$ cat src/u2u8_pkg.sv
// Shared types, constants and the UTF-8 byte builder for the UTF-16 to UTF-8 encoder.
// No dependencies; every other file in src imports this package.
package u2u8_pkg;

    localparam int COUNT_WIDTH_DEF = 16;
    localparam int CAP_WIDTH       = 16;
    localparam logic [CAP_WIDTH-1:0] CAP_RESET = 16'd1024;
    localparam int QUEUE_DEPTH     = 2;

    // End-of-conversion status carried on the final result of an item
    typedef enum logic [1:0] {
        ST_RUNNING   = 2'd0,
        ST_DONE      = 2'd1,
        ST_NO_ROOM   = 2'd2,
        ST_EXHAUSTED = 2'd3
    } status_t;

    // One item's work, as the front hands it to the back.
    // seg0: pair or lone high surrogate (up to 4 bytes),
    // seg1: current unit or terminator (up to 3 bytes),
    // tail: a status-only result after the bytes.
    typedef struct packed {
        logic        clear;    // reset running counters before this job
        logic [20:0] cp0;
        logic [2:0]  len0;
        logic [1:0]  units0;
        logic [15:0] cp1;
        logic [1:0]  len1;
        logic        units1;
        logic        tail;
        status_t     status;
        logic [2:0]  need;
    } job_t;

    // Build byte number pos of the UTF-8 form of cp, which is len bytes long
    function automatic logic [7:0] enc_byte(logic [20:0] cp, logic [2:0] len,
                                            logic [1:0] pos);
        logic [7:0] b;
        b = 8'h00;
        case (len)
            3'd1: b = cp[7:0];
            3'd2: b = (pos == 2'd0) ? {3'b110, cp[10:6]} : {2'b10, cp[5:0]};
            3'd3: begin
                case (pos)
                    2'd0:    b = {4'b1110, cp[15:12]};
                    2'd1:    b = {2'b10, cp[11:6]};
                    default: b = {2'b10, cp[5:0]};
                endcase
            end
            3'd4: begin
                case (pos)
                    2'd0:    b = {5'b11110, cp[20:18]};
                    2'd1:    b = {2'b10, cp[17:12]};
                    2'd2:    b = {2'b10, cp[11:6]};
                    default: b = {2'b10, cp[5:0]};
                endcase
            end
            default: b = 8'h00;
        endcase
        return b;
    endfunction

endpackage

$ cat src/u2u8_front.sv
// Front end: accepts code units, pairs surrogates, checks room and plans each item's results.
// Depends on u2u8_pkg; feeds jobs into u2u8_queue.
module u2u8_front
    import u2u8_pkg::*;
#(
    parameter int COUNT_WIDTH = COUNT_WIDTH_DEF
) (
    input  logic                 aclk,
    input  logic                 aresetn,
    input  logic                 cfg_valid,
    output logic                 cfg_ready,
    input  logic [CAP_WIDTH-1:0] cfg_data,
    input  logic                 s_valid,
    output logic                 s_ready,
    input  logic [15:0]          s_code_unit,
    input  logic                 s_last_unit,
    input  logic                 s_new_string,
    input  logic                 q_full,
    output logic                 q_push,
    output job_t                 q_job
);

    localparam int DW = ((COUNT_WIDTH > CAP_WIDTH) ? COUNT_WIDTH : CAP_WIDTH) + 1;

    logic [CAP_WIDTH-1:0]   cap_reg;
    logic [15:0]            held_high_reg, held_high_next;
    logic                   held_valid_reg, held_valid_next;
    logic                   fin_reg, fin_next;
    logic                   pend_reg, pend_next;
    logic [COUNT_WIDTH-1:0] wc_reg, wc_next;

    logic                   accept;
    logic                   held_v, fin;
    logic [COUNT_WIDTH-1:0] wc;
    logic signed [DW-1:0]   diff;
    logic                   is_high, is_low, is_zero;
    logic [1:0]             cu_len;
    logic [2:0]             cur_need;
    logic [2:0]             base_len;
    logic                   fit_pair, fit_hi, fit_cur;
    logic                   push;
    job_t                   job;

    assign cfg_ready = 1'b1;
    assign s_ready   = !q_full;
    assign accept    = s_valid && !q_full;

    // Start of a new string wipes the conversion state before the unit is handled
    assign held_v = !s_new_string && held_valid_reg;
    assign fin    = !s_new_string && fin_reg;
    assign wc     = s_new_string ? '0 : wc_reg;

    // Free room, signed so that capacity below the count reads as no room
    assign diff = $signed(DW'(cap_reg)) - $signed(DW'(wc));

    assign is_high = (s_code_unit[15:10] == 6'b110110);
    assign is_low  = (s_code_unit[15:10] == 6'b110111);
    assign is_zero = (s_code_unit == 16'h0000);
    assign cu_len  = (s_code_unit < 16'h0080) ? 2'd1 :
                     (s_code_unit < 16'h0800) ? 2'd2 : 2'd3;

    assign base_len = held_v ? 3'd3 : 3'd0;
    assign cur_need = is_zero ? 3'd1 : {1'b0, cu_len};
    assign fit_pair = diff >= $signed(DW'(4));
    assign fit_hi   = diff >= $signed(DW'(3));
    assign fit_cur  = diff >= $signed(DW'(base_len + cur_need));

    // Plan the item
    always_comb begin
        job             = '0;
        job.status      = ST_RUNNING;
        job.clear       = s_new_string || pend_reg;
        push            = 1'b0;
        held_valid_next = held_v;
        held_high_next  = held_high_reg;
        fin_next        = fin;

        if (!fin) begin
            held_valid_next = 1'b0;
            if (held_v && is_low) begin
                // Surrogate pair: one four-byte code point
                job.cp0    = 21'h10000 + {1'b0, held_high_reg[9:0], s_code_unit[9:0]};
                job.units0 = 2'd2;
                push       = 1'b1;
                if (fit_pair) begin
                    job.len0 = 3'd4;
                    if (s_last_unit) begin
                        job.status = ST_EXHAUSTED;
                        fin_next   = 1'b1;
                    end
                end else begin
                    job.tail   = 1'b1;
                    job.status = ST_NO_ROOM;
                    job.need   = 3'd4;
                    fin_next   = 1'b1;
                end
            end else if (held_v && !fit_hi) begin
                // Lone high does not fit: stop here
                job.tail   = 1'b1;
                job.status = ST_NO_ROOM;
                job.need   = 3'd3;
                fin_next   = 1'b1;
                push       = 1'b1;
            end else begin
                if (held_v) begin
                    job.cp0    = {5'd0, held_high_reg};
                    job.len0   = 3'd3;
                    job.units0 = 2'd1;
                    push       = 1'b1;
                end
                if (is_high) begin
                    if (s_last_unit) begin
                        job.status = ST_EXHAUSTED;
                        job.tail   = !held_v;
                        fin_next   = 1'b1;
                        push       = 1'b1;
                    end else begin
                        held_valid_next = 1'b1;
                        held_high_next  = s_code_unit;
                    end
                end else if (is_zero) begin
                    fin_next = 1'b1;
                    push     = 1'b1;
                    if (fit_cur) begin
                        job.len1   = 2'd1;
                        job.status = ST_DONE;
                    end else begin
                        job.tail   = 1'b1;
                        job.status = ST_NO_ROOM;
                        job.need   = 3'd1;
                    end
                end else begin
                    push = 1'b1;
                    if (fit_cur) begin
                        job.cp1    = s_code_unit;
                        job.len1   = cu_len;
                        job.units1 = 1'b1;
                        if (s_last_unit) begin
                            job.status = ST_EXHAUSTED;
                            fin_next   = 1'b1;
                        end
                    end else begin
                        job.tail   = 1'b1;
                        job.status = ST_NO_ROOM;
                        job.need   = {1'b0, cu_len};
                        fin_next   = 1'b1;
                    end
                end
            end
        end

        wc_next   = wc + COUNT_WIDTH'(job.len0) + COUNT_WIDTH'(job.len1);
        pend_next = push ? 1'b0 : job.clear;
    end

    assign q_push = accept && push;
    assign q_job  = job;

    // Hold conversion state and the capacity register
    always_ff @(posedge aclk) begin
        if (!aresetn) begin
            cap_reg        <= CAP_RESET;
            held_valid_reg <= 1'b0;
            fin_reg        <= 1'b0;
            pend_reg       <= 1'b0;
            wc_reg         <= '0;
        end else begin
            if (cfg_valid) begin
                cap_reg <= cfg_data;
            end
            if (accept) begin
                held_valid_reg <= held_valid_next;
                fin_reg        <= fin_next;
                pend_reg       <= pend_next;
                wc_reg         <= wc_next;
            end
        end
    end

    always_ff @(posedge aclk) begin
        if (accept) begin
            held_high_reg <= held_high_next;
        end
    end

endmodule

$ cat src/u2u8_queue.sv
// Short job queue between the front and the back end.
// Depends on u2u8_pkg for job_t and the depth.
module u2u8_queue
    import u2u8_pkg::*;
(
    input  logic aclk,
    input  logic aresetn,
    input  logic push,
    input  job_t push_job,
    output logic full,
    input  logic pop,
    output job_t head,
    output logic head_valid
);

    localparam int PW = (QUEUE_DEPTH > 1) ? $clog2(QUEUE_DEPTH) : 1;
    localparam int CW = $clog2(QUEUE_DEPTH + 1);

    job_t          slot_reg [QUEUE_DEPTH];
    logic [PW-1:0] wr_ptr_reg, rd_ptr_reg;
    logic [CW-1:0] count_reg;
    logic          do_push, do_pop;

    assign full       = (count_reg == CW'(QUEUE_DEPTH));
    assign head_valid = (count_reg != '0);
    assign head       = slot_reg[rd_ptr_reg];
    assign do_push    = push && !full;
    assign do_pop     = pop && head_valid;

    // Advance pointers and the fill count
    always_ff @(posedge aclk) begin
        if (!aresetn) begin
            wr_ptr_reg <= '0;
            rd_ptr_reg <= '0;
            count_reg  <= '0;
        end else begin
            if (do_push) begin
                wr_ptr_reg <= (wr_ptr_reg == PW'(QUEUE_DEPTH - 1)) ? '0 : wr_ptr_reg + 1'b1;
            end
            if (do_pop) begin
                rd_ptr_reg <= (rd_ptr_reg == PW'(QUEUE_DEPTH - 1)) ? '0 : rd_ptr_reg + 1'b1;
            end
            if (do_push && !do_pop) begin
                count_reg <= count_reg + 1'b1;
            end else if (do_pop && !do_push) begin
                count_reg <= count_reg - 1'b1;
            end
        end
    end

    always_ff @(posedge aclk) begin
        if (do_push) begin
            slot_reg[wr_ptr_reg] <= push_job;
        end
    end

endmodule

$ cat src/u2u8_back.sv
// Back end: walks each job one result per cycle, when m_ready does not stall it, into a registered output beat.
// Depends on u2u8_pkg; takes jobs from u2u8_queue.
module u2u8_back
    import u2u8_pkg::*;
#(
    parameter int COUNT_WIDTH = COUNT_WIDTH_DEF
) (
    input  logic        aclk,
    input  logic        aresetn,
    input  job_t        q_head,
    input  logic        q_head_valid,
    output logic        q_pop,
    output logic        m_valid,
    input  logic        m_ready,
    output logic [7:0]  m_out_byte,
    output logic        m_byte_valid,
    output logic [1:0]  m_status,
    output logic [2:0]  m_needed_length,
    output logic [15:0] m_bytes_total,
    output logic [15:0] m_units_consumed,
    output logic        m_last_result
);

    job_t                   cur_reg;
    logic                   cur_valid_reg;
    logic [2:0]             k_reg;
    logic [COUNT_WIDTH-1:0] wc_reg, wc_next;
    logic [COUNT_WIDTH-1:0] cc_reg, cc_next;
    logic [COUNT_WIDTH-1:0] wc_inc, cc_inc;

    logic                   m_valid_reg;
    logic [7:0]             byte_reg;
    logic                   byte_valid_reg;
    status_t                status_reg;
    logic [2:0]             need_reg;
    logic [15:0]            bytes_total_reg, units_reg;
    logic                   last_reg;

    logic [2:0]             l0, l01, total;
    logic                   in0, in1, is_tail, seg_end, is_last;
    logic [1:0]             pos, units;
    logic [7:0]             byte_val;
    logic                   fire, load;

    // Locate the current result inside the job
    assign l0      = cur_reg.len0;
    assign l01     = cur_reg.len0 + {1'b0, cur_reg.len1};
    assign total   = l01 + {2'b00, cur_reg.tail};
    assign in0     = k_reg < l0;
    assign in1     = !in0 && (k_reg < l01);
    assign is_tail = !in0 && !in1;
    assign pos     = in0 ? k_reg[1:0] : 2'(k_reg - l0);
    assign seg_end = (in0 && (k_reg == l0 - 3'd1)) || (in1 && (k_reg == l01 - 3'd1));
    assign units   = in0 ? cur_reg.units0 : {1'b0, cur_reg.units1};
    assign is_last = (k_reg == total - 3'd1);

    assign byte_val = in0 ? enc_byte(cur_reg.cp0, cur_reg.len0, pos) :
                      in1 ? enc_byte({5'd0, cur_reg.cp1}, {1'b0, cur_reg.len1}, pos) :
                            8'h00;

    assign fire  = cur_valid_reg && (!m_valid_reg || m_ready);
    assign load  = !cur_valid_reg || (fire && is_last);
    assign q_pop = load && q_head_valid;

    // Counter increments, wrapped at the counter width
    assign wc_inc = wc_reg + 1'b1;
    assign cc_inc = cc_reg + COUNT_WIDTH'(units);

    // Running counters; a clearing job zeroes them as it is loaded
    always_comb begin
        wc_next = wc_reg;
        cc_next = cc_reg;
        if (fire && !is_tail) begin
            wc_next = wc_inc;
            if (seg_end) begin
                cc_next = cc_inc;
            end
        end
        if (q_pop && q_head.clear) begin
            wc_next = '0;
            cc_next = '0;
        end
    end

    always_ff @(posedge aclk) begin
        if (!aresetn) begin
            cur_valid_reg <= 1'b0;
            k_reg         <= '0;
            wc_reg        <= '0;
            cc_reg        <= '0;
            m_valid_reg   <= 1'b0;
        end else begin
            wc_reg <= wc_next;
            cc_reg <= cc_next;
            // Advance within the job or take the next one
            if (q_pop) begin
                cur_valid_reg <= 1'b1;
                k_reg         <= '0;
            end else if (fire && is_last) begin
                cur_valid_reg <= 1'b0;
            end else if (fire) begin
                k_reg <= k_reg + 1'b1;
            end
            if (fire) begin
                m_valid_reg <= 1'b1;
            end else if (m_ready) begin
                m_valid_reg <= 1'b0;
            end
        end
    end

    // Job register and output beat payload
    always_ff @(posedge aclk) begin
        if (q_pop) begin
            cur_reg <= q_head;
        end
        if (fire) begin
            byte_reg        <= byte_val;
            byte_valid_reg  <= !is_tail;
            status_reg      <= is_last ? cur_reg.status : ST_RUNNING;
            need_reg        <= is_tail ? cur_reg.need : 3'd0;
            bytes_total_reg <= 16'(is_tail ? wc_reg : wc_inc);
            units_reg       <= 16'((!is_tail && seg_end) ? cc_inc : cc_reg);
            last_reg        <= is_last;
        end
    end

    assign m_valid          = m_valid_reg;
    assign m_out_byte       = byte_reg;
    assign m_byte_valid     = byte_valid_reg;
    assign m_status         = status_reg;
    assign m_needed_length  = need_reg;
    assign m_bytes_total    = bytes_total_reg;
    assign m_units_consumed = units_reg;
    assign m_last_result    = last_reg;

endmodule

$ cat src/utf16_to_utf8_bounded_encoder.sv
// UTF-16 to UTF-8 bounded encoder: front end, two-entry job queue, back end.
// Throughput: one result beat per cycle while m_ready does not stall the output, up to 6 results per unit,
// set by the single byte-wide output register of the back end.
// Reset (aresetn low, synchronous): capacity 1024, counters, held surrogate and queue cleared.
// Depends on u2u8_pkg, u2u8_front, u2u8_queue and u2u8_back.
module utf16_to_utf8_bounded_encoder
    import u2u8_pkg::*;
#(
    parameter int COUNT_WIDTH = COUNT_WIDTH_DEF
) (
    input  logic                 aclk,
    input  logic                 aresetn,
    input  logic                 cfg_valid,
    output logic                 cfg_ready,
    input  logic [CAP_WIDTH-1:0] cfg_data,
    input  logic                 s_valid,
    output logic                 s_ready,
    input  logic [15:0]          s_code_unit,
    input  logic                 s_last_unit,
    input  logic                 s_new_string,
    output logic                 m_valid,
    input  logic                 m_ready,
    output logic [7:0]           m_out_byte,
    output logic                 m_byte_valid,
    output logic [1:0]           m_status,
    output logic [2:0]           m_needed_length,
    output logic [15:0]          m_bytes_total,
    output logic [15:0]          m_units_consumed,
    output logic                 m_last_result
);

    logic q_full, q_push, q_pop, q_head_valid;
    job_t q_job, q_head;

    u2u8_front #(
        .COUNT_WIDTH(COUNT_WIDTH)
    ) u_front (
        .aclk         (aclk),
        .aresetn      (aresetn),
        .cfg_valid    (cfg_valid),
        .cfg_ready    (cfg_ready),
        .cfg_data     (cfg_data),
        .s_valid      (s_valid),
        .s_ready      (s_ready),
        .s_code_unit  (s_code_unit),
        .s_last_unit  (s_last_unit),
        .s_new_string (s_new_string),
        .q_full       (q_full),
        .q_push       (q_push),
        .q_job        (q_job)
    );

    u2u8_queue u_queue (
        .aclk       (aclk),
        .aresetn    (aresetn),
        .push       (q_push),
        .push_job   (q_job),
        .full       (q_full),
        .pop        (q_pop),
        .head       (q_head),
        .head_valid (q_head_valid)
    );

    u2u8_back #(
        .COUNT_WIDTH(COUNT_WIDTH)
    ) u_back (
        .aclk             (aclk),
        .aresetn          (aresetn),
        .q_head           (q_head),
        .q_head_valid     (q_head_valid),
        .q_pop            (q_pop),
        .m_valid          (m_valid),
        .m_ready          (m_ready),
        .m_out_byte       (m_out_byte),
        .m_byte_valid     (m_byte_valid),
        .m_status         (m_status),
        .m_needed_length  (m_needed_length),
        .m_bytes_total    (m_bytes_total),
        .m_units_consumed (m_units_consumed),
        .m_last_result    (m_last_result)
    );

endmodule

$ cat config.mk
export PLATFORM = sky130hd
export DESIGN_NAME = utf16_to_utf8_bounded_encoder
export DESIGN_NICKNAME = d
export VERILOG_FILES = /design/src/u2u8_pkg.sv /design/src/u2u8_front.sv /design/src/u2u8_queue.sv /design/src/u2u8_back.sv /design/src/utf16_to_utf8_bounded_encoder.sv
export SDC_FILE = /design/constraint.sdc
export NUM_CORES = 1
export LEC_CHECK = 0
export BUFFER_PORTS_ARGS = -buffer_cell sky130_fd_sc_hd__buf_4
export CORE_MARGIN = 2
export CORE_UTILIZATION = 44
export DETAILED_ROUTE_END_ITERATION = 10
export PLACE_DENSITY_LB_ADDON = 0.3
export SLEW_MARGIN = 20
export SYNTH_ARGS = -nofsm -noshare
export SYNTH_HDL_FRONTEND = slang
export SYNTH_SLANG_ARGS = --single-unit
$ cat constraint.sdc
create_clock -name aclk -period 17.9 [get_ports aclk]
set_input_delay 3.58 -clock aclk [delete_from_list [all_inputs] [get_ports aclk]]
set_output_delay 3.58 -clock aclk [all_outputs]
set_load 0.01 [all_outputs]
Word level (Yosys, flattened, before mapping)
Memory sizes are Yosys's and may differ from the RTL's. A register that Yosys moved wholly into a read port is not among the register bits.
Cells that the tools add are included.
{"block": "word_totals", "word_cells": 200, "inputBits": 39, "ramBits": 104, "mem_count": 1, "output_inout_bits": 50, "reg_bits": 190}
{"memory": "u_queue.slot_reg", "words": 2, "word_bits": 52, "rd": 1, "rd_clocked_by_memory_dff": 1, "wr": 1, "line_no": "u2u8_queue.sv:19", "rtl": "job_t slot_reg [QUEUE_DEPTH];"}
{"block": "classes", "reduce_logical": 46, "mux": 77, "add_sub_neg": 18, "n_bitwise": 6, "n_eq_ne": 15, "order_cmp": 7}
{"cell": "$mux W16", "count": 4}
{"cell": "$mux W19", "count": 3}
{"cell": "$mux W51", "count": 1}
{"cell": "$mux W45", "count": 1}
{"cell": "$mux W1", "count": 36}
{"cell": "$add A16 B2 Y16", "count": 2}
{"cell": "$pmux W8 S4", "count": 1}
{"cell": "$pmux W7 S2", "count": 2}
{"cell": "$mux W2", "count": 13}
{"cell": "$mux W26", "count": 1}
{"cell": "$pmux W8 S3", "count": 1}
{"cell": "$add A17 B20 Y21 const A", "count": 1}
{"cell": "$mux W21", "count": 1}
{"cell": "$pmux W7 S3", "count": 1}
{"cell": "$logic_and A1 B1 Y1", "count": 20}
{"cell": "$ge A17 B17 Y1", "count": 1}
{"cell": "$ge A17 B3 Y1 const B", "count": 1}
{"cell": "$ge A17 B4 Y1 const B", "count": 1}
{"cell": "$sub A16 B16 Y17", "count": 1}
{"cell": "$add A16 B1 Y16 const B", "count": 1}
{"cell": "$add A16 B3 Y16", "count": 1}
{"cell": "$logic_not A16 Y1", "count": 1}
{"cell": "$lt A16 B12 Y1 const B", "count": 1}
{"cell": "$lt A16 B8 Y1 const B", "count": 1}
{"cell": "other kinds (30)", "count": 72}

Logic depth before layout (Yosys ltp)
{"block": "logic_depth", "ltp_word": 14, "depth_mapped": 27, "mapped_depth_nobuf": 24}

By module
Synthesis repeated with hierarchy kept, for this count alone.
{"block": "unflattened", "cells_unflattened": 1212, "hier_area_um2": 14406.3}
{"mod": "u2u8_back", "n_inst": 1, "seq_area_each_um2": 3683.5, "area_per_inst_um2": 6500.0, "cells_per_inst": 572}
{"mod": "u2u8_queue", "n_inst": 1, "seq_area_each_um2": 3223.1, "area_per_inst_um2": 3987.6, "cells_per_inst": 187}
{"mod": "u2u8_front", "n_inst": 1, "seq_area_each_um2": 1181.1, "area_per_inst_um2": 3918.8, "cells_per_inst": 453}

Least setup slack after synthesis
No wires, ideal clock.
{"block": "synth_path", "path_type": "input -> register", "from": "input port s_new_string", "to": "register u_front.wc_reg[12]", "path_slack_ps": 8848, "t_required_ps": 17772, "n_path_buf": 4, "setup_ps": 128, "path_stages": 26, "arrival_time_ps": 8925, "cell_sequence": "clkbuf_1 > clkbuf_1 > nor2b_1 > ha_1 > inv_1 > fa_1 > a211oi_2 > nor4b_1 > o21ai_1 > o21ai_2 > xor2_1 > or4_4 > buf_6 > or3_1 > and4_1 > buf_6 > nor2b_1 > fa_1 > ha_1 > a21o_1 > a21o_1 > nor3b_1 > nand3_1 > nor3_1 > xor2_1 > nor2_1"}
{"element": "from (decl)", "line_no": "utf16_to_utf8_bounded_encoder.sv:20", "rtl": "input logic s_new_string,"}
{"element": "to (signal assigned)", "line_no": "u2u8_front.sv:175", "rtl": "wc_reg <= wc_next;"}
{"element": "to (decl)", "line_no": "u2u8_front.sv:30", "rtl": "logic [COUNT_WIDTH-1:0] wc_reg, wc_next;"}

==> out/results.ini <==
[outcome]
outcome=complete, no violations

[layout]
drive_above_1_share=0.190
stdcell_area_um2=15800
nNetsFinal=1328
area_growth_pct=15.7
largest_reg_flops=100
n_fill_cell=2668
n_antenna_cell=0
ff_latch_area_um2=7910
multi_input_area_um2=5450

[power]
finalPower_w=0.00228
sequentialPowerShare=0.430
p_sw_w=0.000697
p_leak_nw=5.89
swShare=0.305
pwr-share-comb=0.271
irDropWorstVdd_mv=0.0784
p_int_w=0.00159
power_density_nw_per_um2=144
clkPwrFrac=0.299

[yosys]
ys.flop_type=edfxtp_1
synthTopCellsByArea=edfxtp_1 46%, dfxtp_1 11%, mux2_2 4.3%
yosysTopAreaCellShare=0.465
synth_warnings=0
netlist_area_um2=13700
synth_nets=1246
async_flop_share=0
synthCells=1159
synth.distinct_cells=73
yosysTopAreaCell=edfxtp_1
ys_seq_area_frac=0.578
synth_edf_count=212
synth.avg_cell_area_um2=11.8
ys_seq_elements=289

[worst_setup_path]
critPathSlowestCell=or4_4
cp_max_fo=32
crit_path_end_kind=flip-flop
ff2ff_path_depth=22
critPathArrivalTime_ps=9610
critical_path_required_ps=18290
startpoint_type=input port
crit_type=in2reg
path_cells=buf_4 -> nor2b_1 -> ha_1 -> inv_1 -> fa_1 -> a211oi_2 -> nor4b_1 -> o21ai_1 -> o21ai_2 -> xor2_1 -> or4_4 -> or3_1 -> and4_1 -> nor2b_1 -> fa_1 -> ha_1 -> a21o_1 -> a21o_1 -> nor3b_1 -> nand3_1 -> nor3_1 -> xor2_1 -> nor2_1
slowest_delay_ps=550

[route]
drt-initial-drc-count=597
wl_per_cell_um=16.4
viasPerCell=5.36
drt_wl_total_mm=27.2
vias=8915
drc=0
ant_nets=0
dr.pass1.iters=5

[place]
placed_cell_area_um2=14700
globalplace.congestion=0.852
hpwl_mm=18.5
pre_cts_ws_ps=8210
portBuffers=87

[clock_tree]
cts_tree=yes
clkSinkCount=289
insertion_delay_ps=510
postCtsSetupBuffers=0
clockRootBuffer=clkbuf_16
clockBufferDepth=3
holdBufCountCts=0
cts_buffers=34
cts_resized=0
htree_levels=2
clk_pin_slew_ps=50

[die]
core-area_um2=30600
num_rows=64
fp.dieH_um=180
num_io_pins=89
die_w_um=180
initial_utilization=0.448
die-area_um2=32500

[global_route]
grt_max_degree=51
grt_pass1_vias=8455
grt.total_usage=0.165
antenna_found_initial=0
grt_pass1_wl_mm=43.7
grt_overflow=0

[timing]
tightest_slew_ps=1000
hold_viol_final=0
clock.fmax_mhz=108
layout_worst_path_cycle_share=0.515
skew_ps=21.4
rsz0062_at_grt=no
hold-worst-slack_ps=459
fin_setup_tns_ps=0
setup_violations=0
drv_slew=0
relSlewSlack=0.333
setup_slack_ps=8680
post-route-min-period_ps=9220

[flow_run]
max_cap_viol_count=0

[worst_hold_path]
hold-path-cell-count=2
hold_class=reg2reg

==> Yosys cell counts, types with 5 or more instances <==
master and count:
or3_1 6, xnor2_1 47, a311oi_1 6, a22o_1 16, buf_1 8, nand2_1 111
edfxtp_1 212, and2_4 9, a21o_1 9, dfxtp_1 77, ha_1 42, nand2b_1 25
clkbuf_1 33, o22ai_1 8, and2_1 16, o31ai_1 6, fa_1 6, mux2_2 52
a22oi_1 5, mux2i_1 28, xor2_1 38, nor2b_1 13, a21oi_1 46, nand4_1 19
nand3_1 20, o21ai_0 32, inv_1 33, a31oi_1 7, nor3_1 20, a211oi_1 5
and3_1 14, nor2_1 114
==> kinds of logic after synthesis <==
| logic type | Yosys count | share of synthesized area |
|---|---|---|
| DFF | 289 | 0.578 |
| muxes | 85 | 0.0701 |
| other | 1 | 0.000274 |
| xor gates and xnor gates | 85 | 0.0544 |
| buffers and inverters | 85 | 0.0263 |
| and+or+nand+nor | 387 | 0.136 |
| adders and majority gates | 48 | 0.0472 |
| AOI/OAI and AO/OA | 179 | 0.0881 |
==> power groups by stage <==
stage | Clock (W) | Sequential, W | Combinational, W
global placement | 0 | 0.000991 | 0.000611
floorplan | 0 | 0.000993 | 0.000420
detailed placement | 0 | 0.000997 | 0.000621
finish | 0.000684 | 0.000982 | 0.000619
CTS | 0.000701 | 0.000985 | 0.000626
global route | 0.000729 | 0.000997 | 0.000685
==> cell type report <==
| class | count | area share |
|---|---|---|
| timing repair buffer | 96 | 0.0455 |
| clock inverter | 18 | 0.00956 |
| inverter | 35 | 0.00829 |
| sequential | 289 | 0.499 |
| clock buffer | 44 | 0.0620 |
| tap | 396 | 0.0313 |
| multi-input combinational | 785 | 0.344 |
==> routing by layer <==
layer | routed length [um] | global-route usage | vias to the layer above
met2 | 12600 | 0.268 | 231
met5 | 0 | 0 | -
met3 | 1330 | 0.0273 | 47
met4 | 601 | 0.0516 | 0
li1 | - | - | 4365
met1 | 12700 | 0.229 | 4272
==> cell usage in the layout (no fill, tap or decap), types with 7 or more instances in the layout <==
cell type,n
a21o_1,9
a21oi_1,46
a22o_1,16
a31oi_1,7
and2_1,15
and2_4,9
and3_1,14
buf_4,96
clkbuf_16,37
clkinv_2,9
dfxtp_1,76
edfxtp_1,212
ha_1,42
inv_1,31
mux2_2,52
mux2i_1,26
nand2_1,111
nand2b_1,25
nand3_1,20
nand4_1,19
nor2_1,114
nor2b_1,13
nor3_1,19
o21ai_0,32
o22ai_1,8
xnor2_1,47
xor2_1,38
==> per-stage QoR <==
| stage | instances | utilization |
|---|---|---|
| after detailed placement | 1601 | 0.481 |
| after global placement | 1601 | 0.481 |
| final | 1663 | 0.518 |
| after CTS | 1663 | 0.518 |
| after global routing | 1663 | 0.518 |
| after floorplan | 1159 | - |
==> critical path: cells and delay by family <==
family	cells	cell delay, ps
AO/OA/AOI/OAI	5	1090
XOR/XNOR	2	320
adder cells (fa/ha/maj)	4	1420
buffers and inverters	2	250
AND/OR/NAND/NOR	10	2920
==> path summary, 6_finish.rpt <==
kind | end | slack, ps | from
setup / recovery | u_front.wc_reg[12] | 8680 | s_new_string
hold / removal | u_front.wc_reg[0] | 460 | u_front.wc_reg[0]
setup reg to reg | u_front.wc_reg[12] | 11620 | u_front.wc_reg[0]
hold reg to reg | u_front.wc_reg[0] | 460 | u_front.wc_reg[0]
Note: power is estimated with default switching activity, not from simulation.
